<file path="src/rtl/scad_pkg.sv">
// scad_pkg: shared widths, types, register codes and constant tables
// for the sin/cos stroke angle decoder; used by every rtl module
// no dependencies
package scad_pkg;

    localparam int SAMPLE_BITS       = 15;
    localparam int ANGLE_FRAC_BITS   = 16;
    localparam int CORDIC_ITERATIONS = 16;

    localparam int SCALE_W    = 32;
    localparam int Z_W        = 32;
    localparam int NORM_TOP   = 46;
    localparam int MAG_W      = (SAMPLE_BITS + SCALE_W > NORM_TOP + 2) ?
                                (SAMPLE_BITS + SCALE_W) : (NORM_TOP + 2);
    localparam int PROD_W     = MAG_W + 1;
    localparam int CORD_W     = MAG_W + 3;
    localparam int PHI_W      = ANGLE_FRAC_BITS + 2;
    localparam int CFG_IDX_W  = 3;
    localparam int CFG_DATA_W = 32;
    localparam int FRONT_STAGES = 6;

    typedef logic [SAMPLE_BITS-1:0]        t_sample;
    typedef logic [SCALE_W-1:0]            t_scale;
    typedef logic [ANGLE_FRAC_BITS-1:0]    t_angle;
    typedef logic signed [PHI_W-1:0]       t_phi;
    typedef logic signed [PROD_W-1:0]      t_prod;
    typedef logic [MAG_W-1:0]              t_mag;
    typedef logic signed [CORD_W-1:0]      t_cord;
    typedef logic [Z_W-1:0]                t_z;
    typedef logic [CFG_IDX_W-1:0]          t_cfg_idx;

    localparam t_cfg_idx REG_SINE_OFFSET   = 3'd0;
    localparam t_cfg_idx REG_SINE_SCALE    = 3'd1;
    localparam t_cfg_idx REG_COSINE_OFFSET = 3'd2;
    localparam t_cfg_idx REG_COSINE_SCALE  = 3'd3;
    localparam t_cfg_idx REG_UPSTROKE      = 3'd4;
    localparam t_cfg_idx REG_DOWNSTROKE    = 3'd5;

    localparam t_sample OFFSET_RESET = t_sample'(1 << (SAMPLE_BITS - 1));
    localparam t_scale  SCALE_RESET  = t_scale'(65536);
    localparam t_z      HALF_TURN_Z  = t_z'(1) << (Z_W - 1);

    // vector pair with the running magnitude used for the leading-zero shift
    typedef struct packed {
        t_prod x;
        t_prod y;
        t_mag  m;
    } t_norm;

    // rotation state handed through the cordic stages
    typedef struct packed {
        t_cord x;
        t_cord y;
        t_z    z;
        logic  zero;
    } t_rot;

    // one greedy step of the normalize: shift by k if the top stays below bit NORM_TOP+1
    function automatic t_norm norm_step(input t_norm v, input int k);
        t_norm r;
        r = v;
        if ((v.m >> (NORM_TOP + 1 - k)) == '0) begin
            r.x = v.x <<< k;
            r.y = v.y <<< k;
            r.m = v.m << k;
        end
        return r;
    endfunction

    // atan(2^-i) as a fraction of a turn, 32 bits, rounded
    function automatic t_z atan_turn(input int i);
        t_z r;
        case (i)
            0:       r = 32'h20000000;
            1:       r = 32'h12E4051E;
            2:       r = 32'h09FB385B;
            3:       r = 32'h051111D4;
            4:       r = 32'h028B0D43;
            5:       r = 32'h0145D7E1;
            6:       r = 32'h00A2F61E;
            7:       r = 32'h00517C55;
            8:       r = 32'h0028BE53;
            9:       r = 32'h00145F2F;
            10:      r = 32'h000A2F98;
            11:      r = 32'h000517CC;
            12:      r = 32'h00028BE6;
            13:      r = 32'h000145F3;
            14:      r = 32'h0000A2FA;
            15:      r = 32'h0000517D;
            16:      r = 32'h000028BE;
            17:      r = 32'h0000145F;
            18:      r = 32'h00000A30;
            19:      r = 32'h00000518;
            20:      r = 32'h0000028C;
            21:      r = 32'h00000146;
            22:      r = 32'h000000A3;
            23:      r = 32'h00000051;
            default: r = '0;
        endcase
        return r;
    endfunction

endpackage

</file>
<file path="src/rtl/scad_front.sv">
// scad_front: offset/gain multiply, magnitude, staged leading-zero normalize
// and half-turn pre-rotation; six register stages
// depends on scad_pkg
module scad_front (
    input  logic              i_clk,
    input  logic              i_rst_n,
    input  logic              i_en,
    input  logic              i_valid,
    input  scad_pkg::t_sample i_sine_sample,
    input  scad_pkg::t_sample i_cosine_sample,
    input  scad_pkg::t_sample i_sine_offset,
    input  scad_pkg::t_scale  i_sine_scale,
    input  scad_pkg::t_sample i_cosine_offset,
    input  scad_pkg::t_scale  i_cosine_scale,
    output logic              o_valid,
    output scad_pkg::t_rot    o_rot
);

    localparam int DIFF_W = scad_pkg::SAMPLE_BITS + 1;
    localparam int FULL_W = DIFF_W + scad_pkg::SCALE_W + 1;

    logic [scad_pkg::FRONT_STAGES-1:0] r_vld;

    logic signed [DIFF_W-1:0]                 sd, cd;
    logic signed [scad_pkg::SCALE_W:0]        ss, cs;
    logic signed [FULL_W-1:0]                 y_full, x_full;
    scad_pkg::t_prod                          r_y1, r_x1;
    scad_pkg::t_prod                          ax, ay;
    scad_pkg::t_norm                          n_n2, r_n2, n_n3, r_n3, n_n4, r_n4, n_n5, r_n5;
    scad_pkg::t_rot                           n_rot, r_rot;

    // stage 1: remove midpoint and apply gain
    assign sd = $signed({1'b0, i_sine_sample}) - $signed({1'b0, i_sine_offset});
    assign cd = $signed({1'b0, i_cosine_sample}) - $signed({1'b0, i_cosine_offset});
    assign ss = $signed({1'b0, i_sine_scale});
    assign cs = $signed({1'b0, i_cosine_scale});
    assign y_full = sd * ss;
    assign x_full = cd * cs;

    // stage 2: magnitudes, or of both has the same leading one as the max
    assign ax = r_x1[scad_pkg::PROD_W-1] ? -r_x1 : r_x1;
    assign ay = r_y1[scad_pkg::PROD_W-1] ? -r_y1 : r_y1;
    always_comb begin
        n_n2.x = r_x1;
        n_n2.y = r_y1;
        n_n2.m = scad_pkg::MAG_W'(ax) | scad_pkg::MAG_W'(ay);
    end

    // stages 3 to 5: two shift steps each
    assign n_n3 = scad_pkg::norm_step(scad_pkg::norm_step(r_n2, 32), 16);
    assign n_n4 = scad_pkg::norm_step(scad_pkg::norm_step(r_n3, 8), 4);
    assign n_n5 = scad_pkg::norm_step(scad_pkg::norm_step(r_n4, 2), 1);

    // stage 6: fold the left half plane onto the right one
    always_comb begin
        n_rot.zero = (r_n5.m == '0);
        if (r_n5.x[scad_pkg::PROD_W-1]) begin
            n_rot.x = -scad_pkg::CORD_W'(r_n5.x);
            n_rot.y = -scad_pkg::CORD_W'(r_n5.y);
            n_rot.z = scad_pkg::HALF_TURN_Z;
        end else begin
            n_rot.x = scad_pkg::CORD_W'(r_n5.x);
            n_rot.y = scad_pkg::CORD_W'(r_n5.y);
            n_rot.z = '0;
        end
    end

    always_ff @(posedge i_clk) begin
        if (!i_rst_n) begin
            r_vld <= '0;
        end else if (i_en) begin
            r_vld <= {r_vld[scad_pkg::FRONT_STAGES-2:0], i_valid};
        end
    end

    always_ff @(posedge i_clk) begin
        if (i_en) begin
            r_y1  <= scad_pkg::PROD_W'(y_full);
            r_x1  <= scad_pkg::PROD_W'(x_full);
            r_n2  <= n_n2;
            r_n3  <= n_n3;
            r_n4  <= n_n4;
            r_n5  <= n_n5;
            r_rot <= n_rot;
        end
    end

    assign o_valid = r_vld[scad_pkg::FRONT_STAGES-1];
    assign o_rot   = r_rot;

endmodule

</file>
<file path="config.mk">
export PLATFORM = sky130hd
export DESIGN_NAME = scad_front
export DESIGN_NICKNAME = d
export VERILOG_FILES = /design/src/rtl/scad_pkg.sv /design/src/rtl/scad_front.sv
export SDC_FILE = /design/constraint.sdc
export NUM_CORES = 2
export LEC_CHECK = 0
export BUFFER_PORTS_ARGS = -buffer_cell sky130_fd_sc_hd__buf_2
export CAP_MARGIN = 20
export CORE_MARGIN = 3
export CORE_UTILIZATION = 60
export CTS_BUF_LIST = sky130_fd_sc_hd__clkbuf_4 sky130_fd_sc_hd__clkbuf_8
export CTS_CLUSTER_DIAMETER = 60
export DETAILED_ROUTE_END_ITERATION = 16
export PLACE_DENSITY = 0.78
export SLEW_MARGIN = 10
export SYNTH_ARGS = -nofsm -noshare
export SYNTH_HDL_FRONTEND = slang
export SYNTH_SLANG_ARGS = --single-unit
</file>
<file path="constraint.sdc">
create_clock -name i_clk -period 10.8 [get_ports i_clk]
set_input_delay 0 -clock i_clk [delete_from_list [all_inputs] [get_ports i_clk]]
set_output_delay 0 -clock i_clk [all_outputs]
set_load 0.01 [all_outputs]
</file>
# ---- After elaboration in Yosys (flattened, before gate mapping)
# Cells that the tools add are included.
dict set report classes {
  n_mul 2
  div_mod_pow 0
  n_eq_ne 0
  muxes 9
  n_reduce_logical 7
  n_addsub 6
  bitwise_logic 1
  shifts 0
  n_lt_le_gt_ge 0
}
# cell n
set ops {}
lappend ops {{146-bit 2-to-1 mux} 6}
lappend ops {{48-bit logical NOT} 7}
lappend ops {{131-bit 2-to-1 mux} 1}
lappend ops {{49-bit negation with 51-bit output} 2}
lappend ops {{16-bit by 33-bit multiplier with 49-bit output} 2}
lappend ops {{48-bit 2-to-1 mux} 2}
lappend ops {{48-bit negation} 2}
lappend ops {{48-bit bitwise OR} 1}
lappend ops {{15-bit by 15-bit subtractor with 16-bit output} 2}
dict set report totals {
  ramBits 0
  input_bits 128
  mem_count 0
  reg_bits 823
  latchBits 0
  out_inout_bits 136
  rom_bits 0
}

# ---- Depth between registers and ports, before layout
dict set report logic_depth {
  depth_word 4
  depth_mapped 37
}

# ---- Worst setup path after synthesis
# No wires, ideal clock.
dict set report synth_timing {
  kind {input to register}
  start {in i_sine_sample[0]}
  end {reg r_y1[42] (data pin)}
  arrival_time_ps 7532
  path_slack_ps 2998
  path_buffers 1
  cell_stages 33
  path_cell_list {inv_1 ha_1 inv_1 fa_1 a21o_1 a21oi_1 o21ai_0 a21oi_1 o21bai_1 a41oi_1 nor2b_1 xnor2_1 clkbuf_1 nand2_1 fa_1 inv_1 fa_1 fa_1 fa_1 fa_1 inv_1 fa_1 inv_1 ha_1 a21o_1 a221oi_1 o211ai_1 a21o_1 o21ba_2 or2_2 a21oi_1 o21ai_0 xor2_1}
}
dict set report synth_between {
  elab_chain_cells 2
}
# element line
set synth_rtl {}
lappend synth_rtl {{start, declared} scad_front.sv:9} ;# input scad_pkg::t_sample i_sine_sample,
lappend synth_rtl {{15-bit by 15-bit subtractor with 16-bit output} scad_front.sv:33} ;# assign sd = $signed({1'b0, i_sine_sample}) - $signed({1'b0, i_sine_offset});
lappend synth_rtl {{16-bit by 33-bit multiplier with 49-bit output} scad_front.sv:37} ;# assign y_full = sd * ss;
lappend synth_rtl {{named net y_full[42]} scad_front.sv:26} ;# logic signed [FULL_W-1:0] y_full, x_full;
lappend synth_rtl {{end signal, assigned} scad_front.sv:78} ;# r_y1 <= scad_pkg::PROD_W'(y_full);
lappend synth_rtl {{end, declared} scad_front.sv:27} ;# scad_pkg::t_prod r_y1, r_x1;
# The timed path passes the listed nets, and every way through them passes these cells.
# A chain may end at the register's enable or synchronous reset.

# ---- Worst setup path after layout
dict set report layout_timing {
  start {in i_cosine_offset[1]}
  end {reg r_x1[47] (data pin)}
}
dict set report layout_between {
  elab_chain_cells 2
}
# element line
set layout_rtl {}
lappend layout_rtl {{start, declared} scad_front.sv:13} ;# input scad_pkg::t_sample i_cosine_offset,
lappend layout_rtl {{15-bit by 15-bit subtractor with 16-bit output} scad_front.sv:34} ;# assign cd = $signed({1'b0, i_cosine_sample}) - $signed({1'b0, i_cosine_offset});
lappend layout_rtl {{16-bit by 33-bit multiplier with 49-bit output} scad_front.sv:38} ;# assign x_full = cd * cs;
lappend layout_rtl {{named net x_full[47]} scad_front.sv:26}
lappend layout_rtl {{end signal, assigned} scad_front.sv:79} ;# r_x1 <= scad_pkg::PROD_W'(x_full);
lappend layout_rtl {{end, declared} scad_front.sv:27}
# The timed path passes the listed nets, and every way through them passes these cells.

==> out/qor.csv <==
metric,value,unit
Clock Sinks,792,
latest clock arrival within the worst-skew pair,730,ps
RSZ-0062 raised after global routing,false,
Post-Layout Inst Area,76500,um2
Worst Path Max Fanout,17,
outcome,completed,
drt first pass iters,8,
GP Congestion,0.887,
cell accounting for the most synthesized area,edfxtp_1,
num ports,264,
number of H-tree levels,3,
top post-synthesis cells by area,"edfxtp_1, fa_1, inv_1",
setup bufs post-CTS,0,
post-synthesis cell count,6901,
Final ANT Viol Nets,0,
Die Wd,351,um
final setup fails,0,
Die Footprint,123000,um2
"FF+latch count, synth",792,
R2R Path Start,r_n2[34],
Mean Syn Cell Area,10.4,um2
filler instances,8964,
Post-Syn Area,71500,um2
pin count of the biggest net entering global routing,199,
CP max stage cell,nand4b_1,
Min-Delay Endpoint,r_vld[0],
Crit path arrival time,9100,ps
Yosys Warn Count,0,
Area Growth Syn to Fin,7.03,%
Clock Skew,39.5,ps
Overall Global Routing Usage,0.268,
CP Data Required Time,11290,ps
max-cap violations,0,
type of origin of the critical path,input port,
vias in the first global route,50800,
Synth cell types,73,
Least-Margin Pin Slew,1170,ps
cts bufs inserted,116,
"EDFF count, synth",786,
Vias/cell,5.80,
Max Clk Rate,116,MHz
min-delay src,i_valid,
starting density of the core,0.605,
wire per inst,19.0,um
CORE AREA,118000,um2
CP most frequent cell,fa_1,
setup tns final,0,ps
Reg-to-Reg End,r_n3[145],
Worst Hold Slack,107,ps
Yosys top cell area share,0.330,
DRC viols,0,
fin crit period,8620,ps
placed instance area,73900,um2
final worst slack,2180,ps
R2R setup slack,6720,ps
post-DP HPWL,124,mm
Die Span Y,351,um
Post-synth top flop,edfxtp_1,
Max clock buf depth,3,
Placement Setup Slack,1610,ps
WS Path Type,in2reg,
clk root buf,clkbuf_8,
FP Rows,126,
final hold vios,0,
vias,49900,
Worst path max stage delay,840,ps
CTS tree,done,
Slew Limit Headroom,0.219,
final wirelength,164,mm
period utilisation layout,0.798,
Worst-path clk slew,60,ps
Min-Delay Path Depth,4,
share of cells above drive strength 1,0.0827,
reg2reg path depth,10,
antenna violations before repair,1,
Port Buffers,232,
asr flop ratio synth,0,
GRT overflow,0,
Final nets,8277,
fin. max-slew vios,0,
Hold Path Class,in2reg,
post-synthesis sequential area ratio,0.332,
CP endpoint kind,register,
Initial DRC Count,4673,
first-pass GRT wire length,265,mm
[cells in the final DEF, fill, tap and decap left out, types with 20 or more instances in the layout]
master,instances
a211oi_1,39
a21boi_0,20
a21o_1,64
a21oi_1,157
a221o_1,48
a31oi_1,47
and2_1,266
and3_1,110
buf_2,231
buf_4,48
clkbuf_4,31
clkbuf_8,117
clkinv_2,21
conb_1,33
edfxtp_1,786
fa_1,837
ha_1,342
inv_1,1229
mux2i_1,363
nand2_1,1020
nand3_1,90
nand4_1,25
nor2_1,97
nor2b_1,99
nor3_1,35
nor4_1,35
o21ai_0,156
o31ai_1,60
o41ai_1,27
or2_2,34
or3_1,39
or4_1,31
xnor2_1,153
xor2_1,114
[worst max-delay path: cells and delay by family]
kind | cells | cell delay, ps
AOI/OAI and AO/OA | 11 | 2830
and+or+nand+nor | 6 | 1790
buffers and inverters | 6 | 880
adders and majority gates | 8 | 3500
xor gates and xnor gates | 1 | 80
[flip-flops by register name (all words and copies together), names as in the netlist]
signal / count
r_n2: 146
r_n3: 146
r_n4: 146
r_n5: 146
o_rot: 104
r_x1: 49
r_y1: 49
r_vld: 6
[cells by family (layout without fill, tap and decap cells)]
kind of cell	Yosys count	count (layout)	synth area share
mux	374	374	0.0543
fa+ha+maj	1180	1180	0.295
flops	792	792	0.332
buf+inv	1605	1734	0.0860
xor+xnor	286	286	0.0350
simple gates	1931	1931	0.129
compound gates	732	732	0.0695
other cells	1	34	0.0000525
[worst max path at each step]
stage | startpoint | end | depth (start not counted)
after floorplan | i_sine_sample[0] | r_y1[42] | 33
after global placement | i_sine_offset[1] | r_y1[44] | 31
after detailed placement | i_cosine_offset[1] | r_x1[47] | 32
after CTS | i_cosine_offset[1] | r_x1[47] | 32
after global routing | i_cosine_offset[1] | r_x1[44] | 32
final | i_cosine_offset[1] | r_x1[47] | 32
[through the flow]
step	instances	util
6_report	8599	0.648
5_1_grt	8599	0.648
4_1_cts	8593	0.647
3_5_place_dp	8375	0.625
3_3_place_gp	8375	0.625
2_1_floorplan	6933	-
[Yosys cell counts, drive strengths merged, types with 111 or more instances]
library cell / number
inv: 1229
nand2: 1020
fa: 838
edfxtp: 786
mux2i: 363
ha: 342
clkbuf: 310
and2: 266
xnor2: 162
o21ai: 158
a21oi: 157
xor2: 124
and3: 111
[layer usage]
metal | track usage | share of wire | vias up
met5 | 0 | 0 | -
met4 | 0.0953 | 0.034 | 0
met3 | 0.0341 | 0.076 | 406
met2 | 0.441 | 0.48 | 2205
met1 | 0.371 | 0.41 | 24700
li1 | - | - | 22600
[final cells by class]
type	instances	area, um2	area share
Tap cell	1536	1920	0.0251
Antenna cell	1	2.50	0.0000327
Timing Repair Buffer	294	1760	0.0230
Clock buffer	148	1840	0.0241
Multi-Input combinational cell	4536	42000	0.549
Inverter	1229	4610	0.0603
Sequential cell	792	23700	0.310
Clock inverter	63	626	0.00818
[timing repair]
item                       in CTS  in global routing
hold endpoints to repair      146                  0
resized for setup               0                  0
hold buffers                    7                  0
setup endpoints to repair       0                  0
Power is not shown: default switching activity piles up to over one toggle a cycle in this logic, so the estimate is an artifact.
