File: config.mk
export PLATFORM = sky130hd
export DESIGN_NAME = scad_stroke
export DESIGN_NICKNAME = d
export VERILOG_FILES = /design/src/rtl/scad_pkg.sv /design/src/rtl/scad_stroke.sv
export SDC_FILE = /design/constraint.sdc
export NUM_CORES = 1
export LEC_CHECK = 0
export ABC_AREA = 1
export ABC_CLOCK_PERIOD_IN_PS = 15640
export BUFFER_PORTS_ARGS = -buffer_cell sky130_fd_sc_hd__buf_2
export CAP_MARGIN = 5
export CELL_PAD_IN_SITES_DETAIL_PLACEMENT = 2
export CELL_PAD_IN_SITES_GLOBAL_PLACEMENT = 2
export CORE_AREA = 2 2 151 153
export CTS_CLUSTER_DIAMETER = 120
export DETAILED_ROUTE_END_ITERATION = 7
export DIE_AREA = 0 0 153 155
export GPL_ROUTABILITY_DRIVEN = 0
export MAX_ROUTING_LAYER = met4
export PLACE_DENSITY_LB_ADDON = 0.1
export SYNTH_ARGS = -nofsm -noshare
export SYNTH_HDL_FRONTEND = slang
export SYNTH_SLANG_ARGS = --single-unit
File: constraint.sdc
create_clock -name i_clk -period 15.64 [get_ports i_clk]
set_input_delay 2.346 -clock i_clk [delete_from_list [all_inputs] [get_ports i_clk]]
set_output_delay 2.346 -clock i_clk [all_outputs]
set_load 0.02 [all_outputs]
File: src/rtl/scad_pkg.sv
// scad_pkg: shared widths, types, register codes and constant tables
// for the sin/cos stroke angle decoder; used by every rtl module
// no dependencies
package scad_pkg;

    localparam int SAMPLE_BITS       = 15;
    localparam int ANGLE_FRAC_BITS   = 16;
    localparam int CORDIC_ITERATIONS = 16;

    localparam int SCALE_W    = 32;
    localparam int Z_W        = 32;
    localparam int NORM_TOP   = 46;
    localparam int MAG_W      = (SAMPLE_BITS + SCALE_W > NORM_TOP + 2) ?
                                (SAMPLE_BITS + SCALE_W) : (NORM_TOP + 2);
    localparam int PROD_W     = MAG_W + 1;
    localparam int CORD_W     = MAG_W + 3;
    localparam int PHI_W      = ANGLE_FRAC_BITS + 2;
    localparam int CFG_IDX_W  = 3;
    localparam int CFG_DATA_W = 32;
    localparam int FRONT_STAGES = 6;

    typedef logic [SAMPLE_BITS-1:0]        t_sample;
    typedef logic [SCALE_W-1:0]            t_scale;
    typedef logic [ANGLE_FRAC_BITS-1:0]    t_angle;
    typedef logic signed [PHI_W-1:0]       t_phi;
    typedef logic signed [PROD_W-1:0]      t_prod;
    typedef logic [MAG_W-1:0]              t_mag;
    typedef logic signed [CORD_W-1:0]      t_cord;
    typedef logic [Z_W-1:0]                t_z;
    typedef logic [CFG_IDX_W-1:0]          t_cfg_idx;

    localparam t_cfg_idx REG_SINE_OFFSET   = 3'd0;
    localparam t_cfg_idx REG_SINE_SCALE    = 3'd1;
    localparam t_cfg_idx REG_COSINE_OFFSET = 3'd2;
    localparam t_cfg_idx REG_COSINE_SCALE  = 3'd3;
    localparam t_cfg_idx REG_UPSTROKE      = 3'd4;
    localparam t_cfg_idx REG_DOWNSTROKE    = 3'd5;

    localparam t_sample OFFSET_RESET = t_sample'(1 << (SAMPLE_BITS - 1));
    localparam t_scale  SCALE_RESET  = t_scale'(65536);
    localparam t_z      HALF_TURN_Z  = t_z'(1) << (Z_W - 1);

    // vector pair with the running magnitude used for the leading-zero shift
    typedef struct packed {
        t_prod x;
        t_prod y;
        t_mag  m;
    } t_norm;

    // rotation state handed through the cordic stages
    typedef struct packed {
        t_cord x;
        t_cord y;
        t_z    z;
        logic  zero;
    } t_rot;

    // one greedy step of the normalize: shift by k if the top stays below bit NORM_TOP+1
    function automatic t_norm norm_step(input t_norm v, input int k);
        t_norm r;
        r = v;
        if ((v.m >> (NORM_TOP + 1 - k)) == '0) begin
            r.x = v.x <<< k;
            r.y = v.y <<< k;
            r.m = v.m << k;
        end
        return r;
    endfunction

    // atan(2^-i) as a fraction of a turn, 32 bits, rounded
    function automatic t_z atan_turn(input int i);
        t_z r;
        case (i)
            0:       r = 32'h20000000;
            1:       r = 32'h12E4051E;
            2:       r = 32'h09FB385B;
            3:       r = 32'h051111D4;
            4:       r = 32'h028B0D43;
            5:       r = 32'h0145D7E1;
            6:       r = 32'h00A2F61E;
            7:       r = 32'h00517C55;
            8:       r = 32'h0028BE53;
            9:       r = 32'h00145F2F;
            10:      r = 32'h000A2F98;
            11:      r = 32'h000517CC;
            12:      r = 32'h00028BE6;
            13:      r = 32'h000145F3;
            14:      r = 32'h0000A2FA;
            15:      r = 32'h0000517D;
            16:      r = 32'h000028BE;
            17:      r = 32'h0000145F;
            18:      r = 32'h00000A30;
            19:      r = 32'h00000518;
            20:      r = 32'h0000028C;
            21:      r = 32'h00000146;
            22:      r = 32'h000000A3;
            23:      r = 32'h00000051;
            default: r = '0;
        endcase
        return r;
    endfunction

endpackage

File: src/rtl/scad_stroke.sv
// scad_stroke: angle rounding, then stroke angle from the limit angles;
// two register stages, the second is the output register
// depends on scad_pkg
module scad_stroke (
    input  logic             i_clk,
    input  logic             i_rst_n,
    input  logic             i_en,
    input  logic             i_valid,
    input  scad_pkg::t_rot   i_rot,
    input  scad_pkg::t_angle i_upstroke,
    input  scad_pkg::t_angle i_downstroke,
    output logic             o_valid,
    output scad_pkg::t_angle o_raw_angle,
    output scad_pkg::t_phi   o_stroke_phi
);

    localparam int AF  = scad_pkg::ANGLE_FRAC_BITS;
    localparam int SUM_W = AF + 3;
    localparam logic [AF:0] TURN = (AF + 1)'(1) << AF;
    localparam scad_pkg::t_angle HALF = scad_pkg::t_angle'(1) << (AF - 1);
    localparam scad_pkg::t_z ROUND = scad_pkg::t_z'(1) << (31 - AF);

    logic [1:0]        r_vld;
    scad_pkg::t_z      zsum;
    scad_pkg::t_angle  n_raw, r_raw, r_raw_out;
    logic [AF:0]       up_e, dn_e, t1, t2, t_arc;
    logic              dir_pos;
    scad_pkg::t_angle  d_u;
    logic signed [AF:0] d_s;
    logic signed [SUM_W-1:0] d2, sum;
    scad_pkg::t_phi    n_phi, r_phi;

    // round half up to the output angle, vector of zero length reads as zero
    assign zsum  = i_rot.z + ROUND;
    assign n_raw = i_rot.zero ? '0 : zsum[scad_pkg::Z_W-1 -: AF];

    // direction and half-arc offset along the shorter arc
    assign up_e = {1'b0, i_upstroke};
    assign dn_e = {1'b0, i_downstroke};
    assign t1 = (i_upstroke > i_downstroke) ? (up_e - dn_e) : (up_e + TURN - dn_e);
    assign t2 = (i_downstroke > i_upstroke) ? (dn_e - up_e) : (dn_e + TURN - up_e);
    assign dir_pos = (t1 < t2);
    assign t_arc = dir_pos ? t1 : t2;

    // raw minus downstroke, wrapped to (-1/2, 1/2] turn
    assign d_u = r_raw - i_downstroke;
    always_comb begin
        d_s = $signed({1'b0, d_u});
        if (d_u > HALF) begin
            d_s = $signed({1'b0, d_u}) - $signed(TURN);
        end
    end

    assign d2  = SUM_W'(d_s) <<< 1;
    assign sum = (dir_pos ? d2 : -d2) - $signed(SUM_W'(t_arc)) + SUM_W'(1);
    assign n_phi = scad_pkg::PHI_W'(sum >>> 1);

    always_ff @(posedge i_clk) begin
        if (!i_rst_n) begin
            r_vld <= '0;
        end else if (i_en) begin
            r_vld <= {r_vld[0], i_valid};
        end
    end

    always_ff @(posedge i_clk) begin
        if (i_en) begin
            r_raw     <= n_raw;
            r_raw_out <= r_raw;
            r_phi     <= n_phi;
        end
    end

    assign o_valid      = r_vld[1];
    assign o_raw_angle  = r_raw_out;
    assign o_stroke_phi = r_phi;

endmodule

# --- Yosys cells after proc, flatten, opt, wreduce, memory -nomap -nowiden ---
# Cells that the tools add are included.
totals:
  wordCells: 25
  reg_bits: 52
  output_inout_bits: 35
op_classes:
  addsub: 12
  n_lt_le_gt_ge: 4
  mux: 5
op_table:
  columns: ["operator", "n"]
  rows:
  - ["two-way mux 17 bit", 4]
  - ["adder 16 x 17 -> 17 bit, second input constant", 2]
  - ["subtractor 16 x 16 -> 17 bit", 2]
  - ["subtractor 17 x 16 -> 17 bit", 2]
  - ["adder 32 x 16 -> 32 bit, second input constant", 1]
  - ["greater-than comparator 16 bit", 2]
  - ["adder 19 x 2 -> 19 bit, second input constant", 1]
  - ["two-way mux 19 bit", 1]
  - ["negation 18 -> 19 bit", 1]
  - ["subtractor 19 x 18 -> 19 bit", 1]
  - ["less-than comparator 17 bit", 1]
  - ["subtractor 17 bit, second input constant", 1]
  - ["greater-than comparator 16 bit, second input constant", 1]
  - ["subtractor 16 bit", 1]

# --- Longest topological paths before layout ---
# Gate-level depths: netlist of the first run.
logic_depth:
  ltp_word: 7
  depth_mapped: 39

# --- Worst setup path before layout of the first run ---
# Ideal clock, no wire load.
synth_timing:
  kind: "input-to-reg"
  start: "input i_downstroke[0]"
  end: "register r_phi[15], in the netlist o_stroke_phi[15], data pin"
  arrival_time_ns: 6.967
  required_time_ns: 15.381
  cell_stages: 28
  path_slack_ns: 8.414
  n_path_buf: 1
  path_cell_list: "inv_1 -> ha_1 -> inv_1 -> fa_1 -> a31oi_1 -> o21ai_0 -> a221oi_1 -> xor2_1 -> inv_1 -> ha_1 -> nand4_1 -> nor3_1 -> nand3_1 -> nand3_1 -> clkbuf_1 -> o21ai_0 -> ha_1 -> ha_1 -> inv_1 -> fa_1 -> inv_1 -> a31oi_1 -> o211ai_1 -> a21oi_1 -> o21bai_1 -> nand2_1 -> nand2_1 -> xor2_1"
synth_between:
  elab_chain_cells: 7
  word_cells_on_any_way: 19
  cone_classes: "10 x add/sub; 4 x order compare; 5 x mux"
synth_rtl:
  columns: ["item", "line_no", "text"]
  rows:
  - ["from (decl)", "scad_stroke.sv:11", "input scad_pkg::t_angle i_downstroke,"]
  - ["subtractor 16 bit / adder 16 x 17 -> 17 bit (equally long branches)", "scad_stroke.sv:46, scad_stroke.sv:41", null]
  - ["subtractor 17 bit (tied with other cells)", "scad_stroke.sv:50", "d_s = $signed({1'b0, d_u}) - $signed(TURN);"]
  - ["two-way mux 17 bit (on tied branches)", "scad_stroke.sv:49, scad_stroke.sv:41", null]
  - ["negation 18 -> 19 bit / less-than comparator 17 bit (equally long branches)", "scad_stroke.sv:55, scad_stroke.sv:42", null]
  - ["two-way mux 19 bit / two-way mux 17 bit (equally long branches)", "scad_stroke.sv:55, scad_stroke.sv:43", null]
  - ["subtractor 19 x 18 -> 19 bit (*)", "scad_stroke.sv:55", "assign sum = (dir_pos ? d2 : -d2) - $signed(SUM_W'(t_arc)) + SUM_W'(1);"]
  - ["adder 19 x 2 -> 19 bit (*)", "scad_stroke.sv:55", null]
  - ["named net sum[16]", "scad_stroke.sv:30", "logic signed [SUM_W-1:0] d2, sum;"]
  - ["to (signal assigned)", "scad_stroke.sv:70", "r_phi <= n_phi;"]
  - ["to (decl)", "scad_stroke.sv:31", "scad_pkg::t_phi n_phi, r_phi;"]
# The timed path passes the listed nets; every way through them passes the cells marked *.
# A chain may end at the register's enable or synchronous reset.

# --- Final worst setup path of the first run ---
layout_timing:
  start: "input i_downstroke[0]"
  end: "register r_phi[17], in the netlist o_stroke_phi[17], data pin"
# Same word-level chain as after synthesis.

==> impl_results.md, run 1 <==
- Run status: finished clean
- Number of nets in the final layout: ~1300
- Core region area: 22200 um2
- CP arrival: roughly 9 ns
- Yosys synthesis warning count: 0
- Height of the die: around 160 um
- Worst Skew: 0.00844 ns
- Maximum root-to-sink buffer count: 2
- Netlist Area Pre-Place: between 6000 and 7000 um2
- Number of antenna violations at the first check in global routing: 0
- Sequential area share after synthesis: 0.237
- Post-Synthesis Net Count: between 1000 and 1500
- Cts repair resizes: 0
- Port-buffer cells: slightly below 90
- Effective utilization at floorplan: 0.292
- Worst Reg2Reg Path Length in Cells: 26
- Measured slew at the worst slew-check pin: approximately 0.84 ns
- Kind of launch point of the worst setup path: input port
- Category of the worst setup path capture point: flop
- Number of levels the H-tree was split into: 2
- HPWL reported at the end of detailed placement: roughly 18000 um
- Critical path origin: i_downstroke[0]
- Remaining max-slew budget at the tightest pin: 0.437
- Share of post-route cells with drive strength above 1: 0.114
- Post-route DRC: 0
- Critical Path Most Common Cell: inv_1
- Reg-to-reg setup timing slack: 10.82 ns
- Number of hold violations in the final report: 0
- Gate count after technology mapping: 930
- Most common cell after layout, fill and taps aside: nand2_1
- Num ports: around 210
- Critical path class: in -> reg
- Number of post-CTS setup repair buffers: 0
- Count of vias placed by the detailed router: 6219
- Area added between synthesis and finish: 13.7%
- Wire length of the first global-routing pass: ~34000 um
- Capture instance of the worst register-to-register path: o_stroke_phi[17]
- Total wirelength of the detailed-routed design: about 21000 um
- Worst IR drop on VDD: approximately 0.000048 V
- TNS Setup: 0 ns
- Upper clock frequency limit: between 100 and 150 MHz
- Num rows: 55
- Most used cells in the layout excluding fill and tap cells: nand2_1, inv_1, ha_1
- Via count of the first global-routing pass: 6926
- Total die area: approximately 24000 um2
- Reg-to-Reg Start: r_raw[0]
- Hold Crit Class: reg -> reg
- First drt pass iteration count: 4
- Count of final setup violators: 0
- Drt via density: roughly 4.8
- Largest net degree at the start of global routing: 54
- Number of buffers created by CTS: 5
- Fin. max-slew vios: 0
- Biggest cell delay along the critical path: 0.70 ns
- # hold bufs at CTS: 0
- Total power density per cell area: roughly 170 nW/um2
- Detailed Route Iter0 Violations: between 100 and 150
- Routed wire length per instance: around 16 um
- Total power of the final layout: about 1.3 mW
- Minimum period implied by the final worst setup slack: slightly below 9 ns
- Final worst-path cycle share: 0.570
- Reported max-cap violation count: 0
- Global route total overflow: 0
- Die boundary width: between 150 and 200 um
- Worst Setup EP: o_stroke_phi[17]
- Avg Synthesized Cell Area: 6.99 um2
- Worst endpoint required time: between 15 and 20 ns
- Pleak: 3.90 nW
- GRT Util Overall: 0.188
- Clock Sink Count: 52
- Clock-pin transition on the worst setup and hold timing paths: 0.08 ns
- Maximum fanout along the worst path: 46
- N_diodes: 0
- TritonCTS clock tree: done
- Routed Antenna Nets: 0
- CP max stage cell: nand3_2
- Number of unique standard cell types used by synthesis: 39
- RSZ-0062 raised after global routing: no
- Register bit count reported by yosys: 52
- Clock latency of the later-clocked register in the worst-skew pair: 0.31 ns
- Master cell of the clock root buffer: clkbuf_16
==> area by class of cell <==
| cell class | instances | area [um2] |
|---|---|---|
| fillers | 2743 | 14800 |
| multi-input cells | 699 | 4280 |
| flip-flops and latches | 52 | 1540 |
| inverters | 165 | 619 |
| repair buffers | 89 | 448 |
| well taps | 285 | 357 |
| clock buffers | 6 | 129 |
| clock inverters | 2 | 17.5 |
==> metrics by stage <==
step	setup slack (ns)	util	std cells	hold slack, ns	cell area, um2
6_report	6.73	0.333	1298	0.462	7390
4_1_cts	6.50	0.333	1298	0.463	7390
5_1_grt	5.94	0.333	1298	0.482	7390
3_3_place_gp	6.31	0.326	1290	0.446	7250
3_5_place_dp	6.16	0.326	1290	0.452	7250
2_1_floorplan	8.41	-	930	0.426	6500
==> cell usage after synthesis <==
cell / instances / area share
xnor2_1: 12 / 0.016
o21bai_1: 3 / 0.0035
nand3b_1: 2 / 0.0023
a21oi_2: 1 / 0.0013
inv_2: 1 / 0.00058
inv_1: 164 / 0.095
nand4_1: 11 / 0.011
nor2_2: 2 / 0.0019
nor4_1: 2 / 0.0019
clkbuf_1: 8 / 0.0046
buf_2: 4 / 0.0031
xor2_1: 48 / 0.065
nor3_1: 19 / 0.015
o21ai_0: 44 / 0.034
nand2_2: 8 / 0.0077
o21ai_1: 8 / 0.0062
nor3_2: 1 / 0.0015
and2_1: 1 / 0.00096
a221oi_1: 2 / 0.0027
o211ai_1: 3 / 0.0035
nor2_4: 2 / 0.0035
or2_1: 1 / 0.00096
fa_1: 4 / 0.012
clkbuf_2: 1 / 0.00077
o31ai_1: 2 / 0.0023
a21boi_0: 4 / 0.0046
a21o_1: 3 / 0.0035
o21a_1: 4 / 0.0046
nand3_2: 2 / 0.0031
ha_1: 96 / 0.18
a31oi_1: 6 / 0.0058
a31o_2: 1 / 0.0013
nand2_1: 233 / 0.13
dfxtp_1: 2 / 0.0062
nor2_1: 56 / 0.032
a21oi_1: 69 / 0.053
edfxtp_1: 50 / 0.23
nand3_1: 49 / 0.038
buf_4: 1 / 0.0012
==> layer usage <==
layer | share of wire | global-route usage
met1 | 0.43 | 0.211
met2 | 0.53 | 0.357
met3 | 0.019 | 0.0178
met4 | 0.019 | 0.0476
met5 | 0 | -
==> flip-flops by register name, indices dropped and copies added, names as in the netlist <==
signal and count:
o_raw_angle 16, o_stroke_phi 18, r_raw 16, r_vld 2
==> cell families after synthesis <==
family	count (synthesis)	synth area share
buffers and inverters	179	0.105
DFF	52	0.237
AOI/OAI and AO/OA	150	0.126
adders and majority gates	100	0.197
and+or+nand+nor	389	0.254
xor gates and xnor gates	60	0.0808
==> worst min-delay path by stage <==
stage | cells after the start | slack [ns] | startpoint | end
detailed placement | 0 | 0.45 | r_raw[5] | o_raw_angle[5]
global placement | 0 | 0.45 | r_raw[7] | o_raw_angle[7]
global route | 0 | 0.48 | r_raw[2] | o_raw_angle[2]
CTS | 0 | 0.46 | r_raw[9] | o_raw_angle[9]
finish | 0 | 0.46 | r_raw[9] | o_raw_angle[9]
floorplan | 0 | 0.43 | r_raw[0] | o_raw_angle[0]
==> critical path, delay by kind of cell <==
| kind | cells | cell delay (ns) |
|---|---|---|
| adders and majority gates | 6 | 1.47 |
| xor gates and xnor gates | 1 | 0.23 |
| buffers and inverters | 9 | 1.20 |
| AOI/OAI and AO/OA | 10 | 2.72 |
| and+or+nand+nor | 4 | 0.97 |
==> power breakdown <==
group | leakage, nW | internal, mW | total, mW | switching [mW]
sequential | 0.503 | 0.236 | 0.244 | 0.00792
clock | 0.0719 | 0.0610 | 0.120 | 0.0589
combinational | 3.33 | 0.337 | 0.923 | 0.586
total | 3.90 | 0.634 | 1.29 | 0.653
Power figures use the tool's default switching activity.
==> run 2, diff against run 1 <==
--- a/config.mk
+++ b/config.mk
@@ -6,15 +6,15 @@
 export NUM_CORES = 1
 export LEC_CHECK = 0
 export ABC_AREA = 1
-export ABC_CLOCK_PERIOD_IN_PS = 15640
+export ABC_CLOCK_PERIOD_IN_PS = 7900
 export BUFFER_PORTS_ARGS = -buffer_cell sky130_fd_sc_hd__buf_2
 export CAP_MARGIN = 5
 export CELL_PAD_IN_SITES_DETAIL_PLACEMENT = 2
 export CELL_PAD_IN_SITES_GLOBAL_PLACEMENT = 2
-export CORE_AREA = 2 2 151 153
+export CORE_AREA = 2 2 165 167
 export CTS_CLUSTER_DIAMETER = 120
 export DETAILED_ROUTE_END_ITERATION = 7
-export DIE_AREA = 0 0 153 155
+export DIE_AREA = 0 0 167 169
 export GPL_ROUTABILITY_DRIVEN = 0
 export MAX_ROUTING_LAYER = met4
 export PLACE_DENSITY_LB_ADDON = 0.1
==> constraint.sdc (replaced) <==
create_clock -name i_clk -period 7.9 [get_ports i_clk]
set_input_delay 1.185 -clock i_clk [delete_from_list [all_inputs] [get_ports i_clk]]
set_output_delay 1.185 -clock i_clk [all_outputs]
set_load 0.02 [all_outputs]
==> run 2 against run 1 <==
Non-clock buffer count grew 9. Core utilization shrank 4.8 points. Global-route usage shrank 2.4 points. Critical endpoint unchanged. Largest cell class unchanged. Highest routed layer unchanged.
==> impl_results.md, run 2 (synthesized netlist as in run 1, its figures left out) <==
- Run status: finished clean
- Drt via density: roughly 4.6
- Final worst setup slack: just under 1 ns
- N_diodes: 0
- Routed wire length per instance: between 15 and 20 um
- Effective utilization at floorplan: 0.245
- Number of nets in the final layout: ~1300
- Maximum fanout along the worst path: 19
- Most common cell after layout, fill and taps aside: nand2_1
- Largest net degree at the start of global routing: 54
- HPWL reported at the end of detailed placement: approximately 19000 um
- Critical Path Most Common Cell: inv_1
- Number of hold violations in the final report: 0
- Pleak: between 3 and 4 nW
- Clock-pin transition on the worst setup and hold timing paths: about 0.090 ns
- Number of levels the H-tree was split into: 2
- Total power density per cell area: 347 nW/um2
- Detailed Route Iter0 Violations: between 150 and 200
- Biggest cell delay along the critical path: about 0.44 ns
- Master cell of the clock root buffer: clkbuf_16
- Total die area: about 28000 um2
- Post-Place Worst Slack: around 0.49 ns
- Count of vias placed by the detailed router: 6282
- Fillcell total: around 3200
- Num ports: 206
- Reported max-cap violation count: 0
- Wire length of the first global-routing pass: about 35000 um
- Critical path class: in -> reg
- Number of buffers created by CTS: 5
- Worst endpoint required time: between 7 and 8 ns
- CP max stage cell: fa_1
- Total wirelength of the detailed-routed design: roughly 22000 um
- Global route total overflow: 0
- Die boundary width: roughly 170 um
- Hold Crit Class: reg -> reg
- Worst Skew: about 0.015 ns
- Clock latency of the later-clocked register in the worst-skew pair: between 0.3 and 0.4 ns
- Count of final setup violators: 0
- Kind of launch point of the worst setup path: input port
- Worst IR drop on VDD: between 0.0002 and 0.00025 V
- Fin. max-slew vios: 0
- GRT Util Overall: 0.164
- Seq. cell area: roughly 1500 um2
- Num rows: 60
- Measured slew at the worst slew-check pin: roughly 0.70 ns
- TNS Setup: 0 ns
- Category of the worst setup path capture point: flop
- Cts repair resizes: 0
- Post-route DRC: 0
- Area added between synthesis and finish: 16.1%
- Final worst-path cycle share: 0.877
- Via count of the first global-routing pass: 6836
- RSZ-0062 raised after global routing: no
- First drt pass iteration count: 4
- Most used cells in the layout excluding fill and tap cells: nand2_1, inv_1, ha_1
- Core region area: approximately 27000 um2
- CP arrival: 7.01 ns
- Routed Antenna Nets: 0
- Max FFs per register: 18
- Remaining max-slew budget at the tightest pin: 0.533
- Number of post-CTS setup repair buffers: 0
- Maximum root-to-sink buffer count: 2
- Fin util: 0.285
- # hold bufs at CTS: 0
- Power share of the clock group: 0.106
- Sequential power share: 0.184
- TritonCTS clock tree: done
- Combinational group share of total power: 0.710
- Switching power of the nets: 1.30 mW
- Clock Sink Count: 52
- Height of the die: between 150 and 200 um
- Share of post-route cells with drive strength above 1: 0.120
- P_int: 1.32 mW
- Number of antenna violations at the first check in global routing: 0
- Minimum period implied by the final worst setup slack: about 6.9 ns
- Combined area of the multi-input logic cells: ~4300 um2
- Worst hold margin: approximately 0.46 ns
- Upper clock frequency limit: between 100 and 150 MHz
- Port-buffer cells: 88
- Net Sw Frac: 0.497
-- run 2: area by class of cell --
class	instances	area share
multi-input cells	699	0.567
clock buffers	5	0.0166
inverters	165	0.0821
clock inverters	3	0.00564
well taps	341	0.0565
repair buffers	98	0.0683
flip-flops and latches	52	0.204
-- run 2: path summary, 6_finish.rpt --
| kind | from | endpoint | slack (ns) | cells after the start |
|---|---|---|---|---|
| hold / removal | r_raw[5] | o_raw_angle[5] | 0.46 | 0 |
| setup / recovery | i_downstroke[0] | o_stroke_phi[17] | 0.97 | 31 |
| setup reg to reg | r_raw[0] | o_stroke_phi[17] | 3.18 | 26 |
| hold reg to reg | r_raw[5] | o_raw_angle[5] | 0.46 | 0 |
-- run 2: critical path: cells and delay by family --
family | cells | cell delay, ns
fa+ha+maj | 5 | 1.60
simple gates | 12 | 1.56
compound gates | 5 | 1.45
buf+inv | 8 | 0.93
xor+xnor | 1 | 0.26
-- run 2: metrics by stage --
step | power [mW] | instance area, um2 | std cells
2_1_floorplan | 1.85 | 6500 | 930
3_5_place_dp | 2.39 | 7380 | 1355
5_1_grt | 2.95 | 7550 | 1363
6_report | 2.62 | 7550 | 1363
4_1_cts | 2.69 | 7550 | 1363
3_3_place_gp | 2.37 | 7380 | 1355
-- run 2: power by group through the flow --
stage	Clock, mW	Sequential [mW]	Combinational (mW)
2_1_floorplan	0	0.564	1.29
3_3_place_gp	0	0.489	1.88
3_5_place_dp	0	0.489	1.90
4_1_cts	0.288	0.484	1.92
5_1_grt	0.297	0.490	2.16
6_report	0.277	0.482	1.86
-- run 2: routing by layer --
metal	global-route usage	up-vias	part of all wire
li1	-	3205	-
met1	0.192	2990	0.45
met2	0.302	68	0.51
met3	0.0164	19	0.018
met4	0.0379	0	0.016
met5	-	-	0
==> run 3, diff against run 2 <==
--- a/config.mk
+++ b/config.mk
@@ -17,7 +17,8 @@
 export DIE_AREA = 0 0 167 169
 export GPL_ROUTABILITY_DRIVEN = 0
 export MAX_ROUTING_LAYER = met4
-export PLACE_DENSITY_LB_ADDON = 0.1
+export PLACE_DENSITY = 0.82
+export RECOVER_POWER = 100
 export SYNTH_ARGS = -nofsm -noshare
 export SYNTH_HDL_FRONTEND = slang
 export SYNTH_SLANG_ARGS = --single-unit
==> run 3 against run 2 <==
The flow now finishes with violations (max-capacitance violations, max-slew violations). Die area did not move. Largest power group unchanged. Wire length fell by 2.5%. Fmax decreased by 2.0%. Combinational power shrank 2%. Global-route usage fell by 0.69 points. Final area decreased by 1.5%. Non-clock buffer count down 5. Worst hold slack got worse by 0.0013 ns.
==> impl_results.md, run 3 (synthesized netlist as in run 1, its figures left out) <==
- Run status: complete, but fails checks
- Violated checks: max-capacitance violations, max-slew violations
- Largest net degree at the start of global routing: between 50 and 60
- Most used cells in the layout excluding fill and tap cells: nand2_1, inv_1, ha_1
- Clock latency of the later-clocked register in the worst-skew pair: around 0.32 ns
- Fin. max-slew vios: 54
- Worst endpoint required time: roughly 8 ns
- GRT Util Overall: 0.157
- Die boundary width: 167 um
- Master cell of the clock root buffer: clkbuf_16
- Num rows: 60
- Global route total overflow: 0
- Drt via density: between 4 and 5
- Total die area: around 28000 um2
- Net Sw Frac: 0.508
- Category of the worst setup path capture point: flop
- Switching power of the nets: about 1.3 mW
- Worst hold margin: ~0.46 ns
- Minimum period implied by the final worst setup slack: 7.07 ns
- N_diodes: 0
- Met3 capacity usage during global routing: 0.0171
- Area added between synthesis and finish: 14.3%
- Maximum fanout along the worst path: 31
- TNS Setup: 0 ns
- Total power density per cell area: around 340 nW/um2
- Post-Place Worst Slack: approximately 0.50 ns
- Power share of the clock group: 0.098
- Total wirelength of the detailed-routed design: around 21000 um
- P_int: approximately 1.3 mW
- Number of standard cells in the layout, taps in and fillers out: between 1000 and 1500
- HPWL reported at the end of detailed placement: 18500 um
- Clock Sink Count: 52
- CP max stage cell: ha_1
- Placed instance area: roughly 7300 um2
- Routed Antenna Nets: 0
- Number of levels the H-tree was split into: 2
- Number of nets in the final layout: between 1000 and 1500
- Final worst setup slack: between 0.8 and 0.9 ns
- GR Layer Usage met2: 0.285
- Reg-to-reg setup timing slack: about 3.3 ns
- Count of final setup violators: 0
- Num ports: 206
- Reported max-cap violation count: 1
- Upper clock frequency limit: 142 MHz
- Kind of launch point of the worst setup path: input port
- Total instance count after detailed placement: 1350
- Met1 GRT Util: 0.189
- CP arrival: around 7.2 ns
- First drt pass iteration count: 4
- Pleak: approximately 3.8 nW
- Grt peak-use layer: met2
- Combinational group share of total power: 0.712
- Fillcell total: 3247
- Share of post-route cells with drive strength above 1: 0.0767
- Height of the die: ~170 um
- Wire length of the first global-routing pass: ~34000 um
- Routed wire length per instance: 15.7 um
- RSZ-0062 raised after global routing: no
- Effective utilization at floorplan: 0.245
- Maximum root-to-sink buffer count: 2
- Final worst-path cycle share: 0.894
- Total power of the final layout: 2.55 mW
- Worst Skew: roughly 0.013 ns
- Core region area: 26500 um2
- Number of antenna violations at the first check in global routing: 1
- Number of post-CTS setup repair buffers: 0
- Cts repair resizes: 0
- Clock-pin transition on the worst setup and hold timing paths: 0.09 ns
- Max FFs per register: 18
- Port-buffer cells: 88
- Hold Crit Class: reg -> reg
- Final non-filler cell area: 7430 um2
- Worst IR drop on VDD: approximately 0.00017 V
- Sequential power share: 0.190
- Most common cell after layout, fill and taps aside: nand2_1
- Post-route DRC: 0
- Biggest cell delay along the critical path: around 0.45 ns
- Fin util: 0.280
- Number of buffers created by CTS: 5
- Via count of the first global-routing pass: 6965
- Number of hold violations in the final report: 0
- Measured slew at the worst slew-check pin: approximately 2.8 ns
- TritonCTS clock tree: done
- Count of vias placed by the detailed router: between 6000 and 7000
- Critical path class: in -> reg
- # hold bufs at CTS: 0
- Remaining max-slew budget at the tightest pin: -0.890
- Detailed Route Iter0 Violations: roughly 170
[run 3: per-layer routing]
layer	routed length (um)	up-vias
met1	9860	3069
met5	0	-
met4	199	0
met2	10800	78
met3	460	13
li1	-	3194
[run 3: layout make-up]
| type | count | area [um2] | area share |
|---|---|---|---|
| clock inverters | 3 | 25.0 | 0.00337 |
| clock buffers | 5 | 125 | 0.0168 |
| flip-flops and latches | 52 | 1540 | 0.207 |
| well taps | 341 | 427 | 0.0574 |
| multi-input cells | 699 | 4270 | 0.575 |
| inverters | 165 | 619 | 0.0833 |
| repair buffers | 93 | 423 | 0.0569 |
[run 3: final timing paths]
check | cells past startpoint | startpoint | to
max reg2reg | 26 | r_raw[0] | o_stroke_phi[17]
min | 0 | r_raw[13] | o_raw_angle[13]
max | 32 | i_upstroke[2] | o_stroke_phi[17]
min reg2reg | 0 | r_raw[13] | o_raw_angle[13]
[run 3: power by group through the flow]
stage	registers (mW)	logic (mW)	clock network, mW
2_1_floorplan	0.564	1.29	0
3_3_place_gp	0.490	1.77	0
3_5_place_dp	0.490	1.87	0
4_1_cts	0.484	1.88	0.258
5_1_grt	0.495	2.10	0.263
6_report	0.485	1.82	0.249
[run 3: worst max-delay path: cells and delay by family]
kind / cells / cell delay, ns
AOI/OAI and AO/OA: 7 / 1.67
buffers and inverters: 7 / 0.86
and+or+nand+nor: 12 / 1.62
adders and majority gates: 4 / 1.42
xor gates and xnor gates: 2 / 0.37
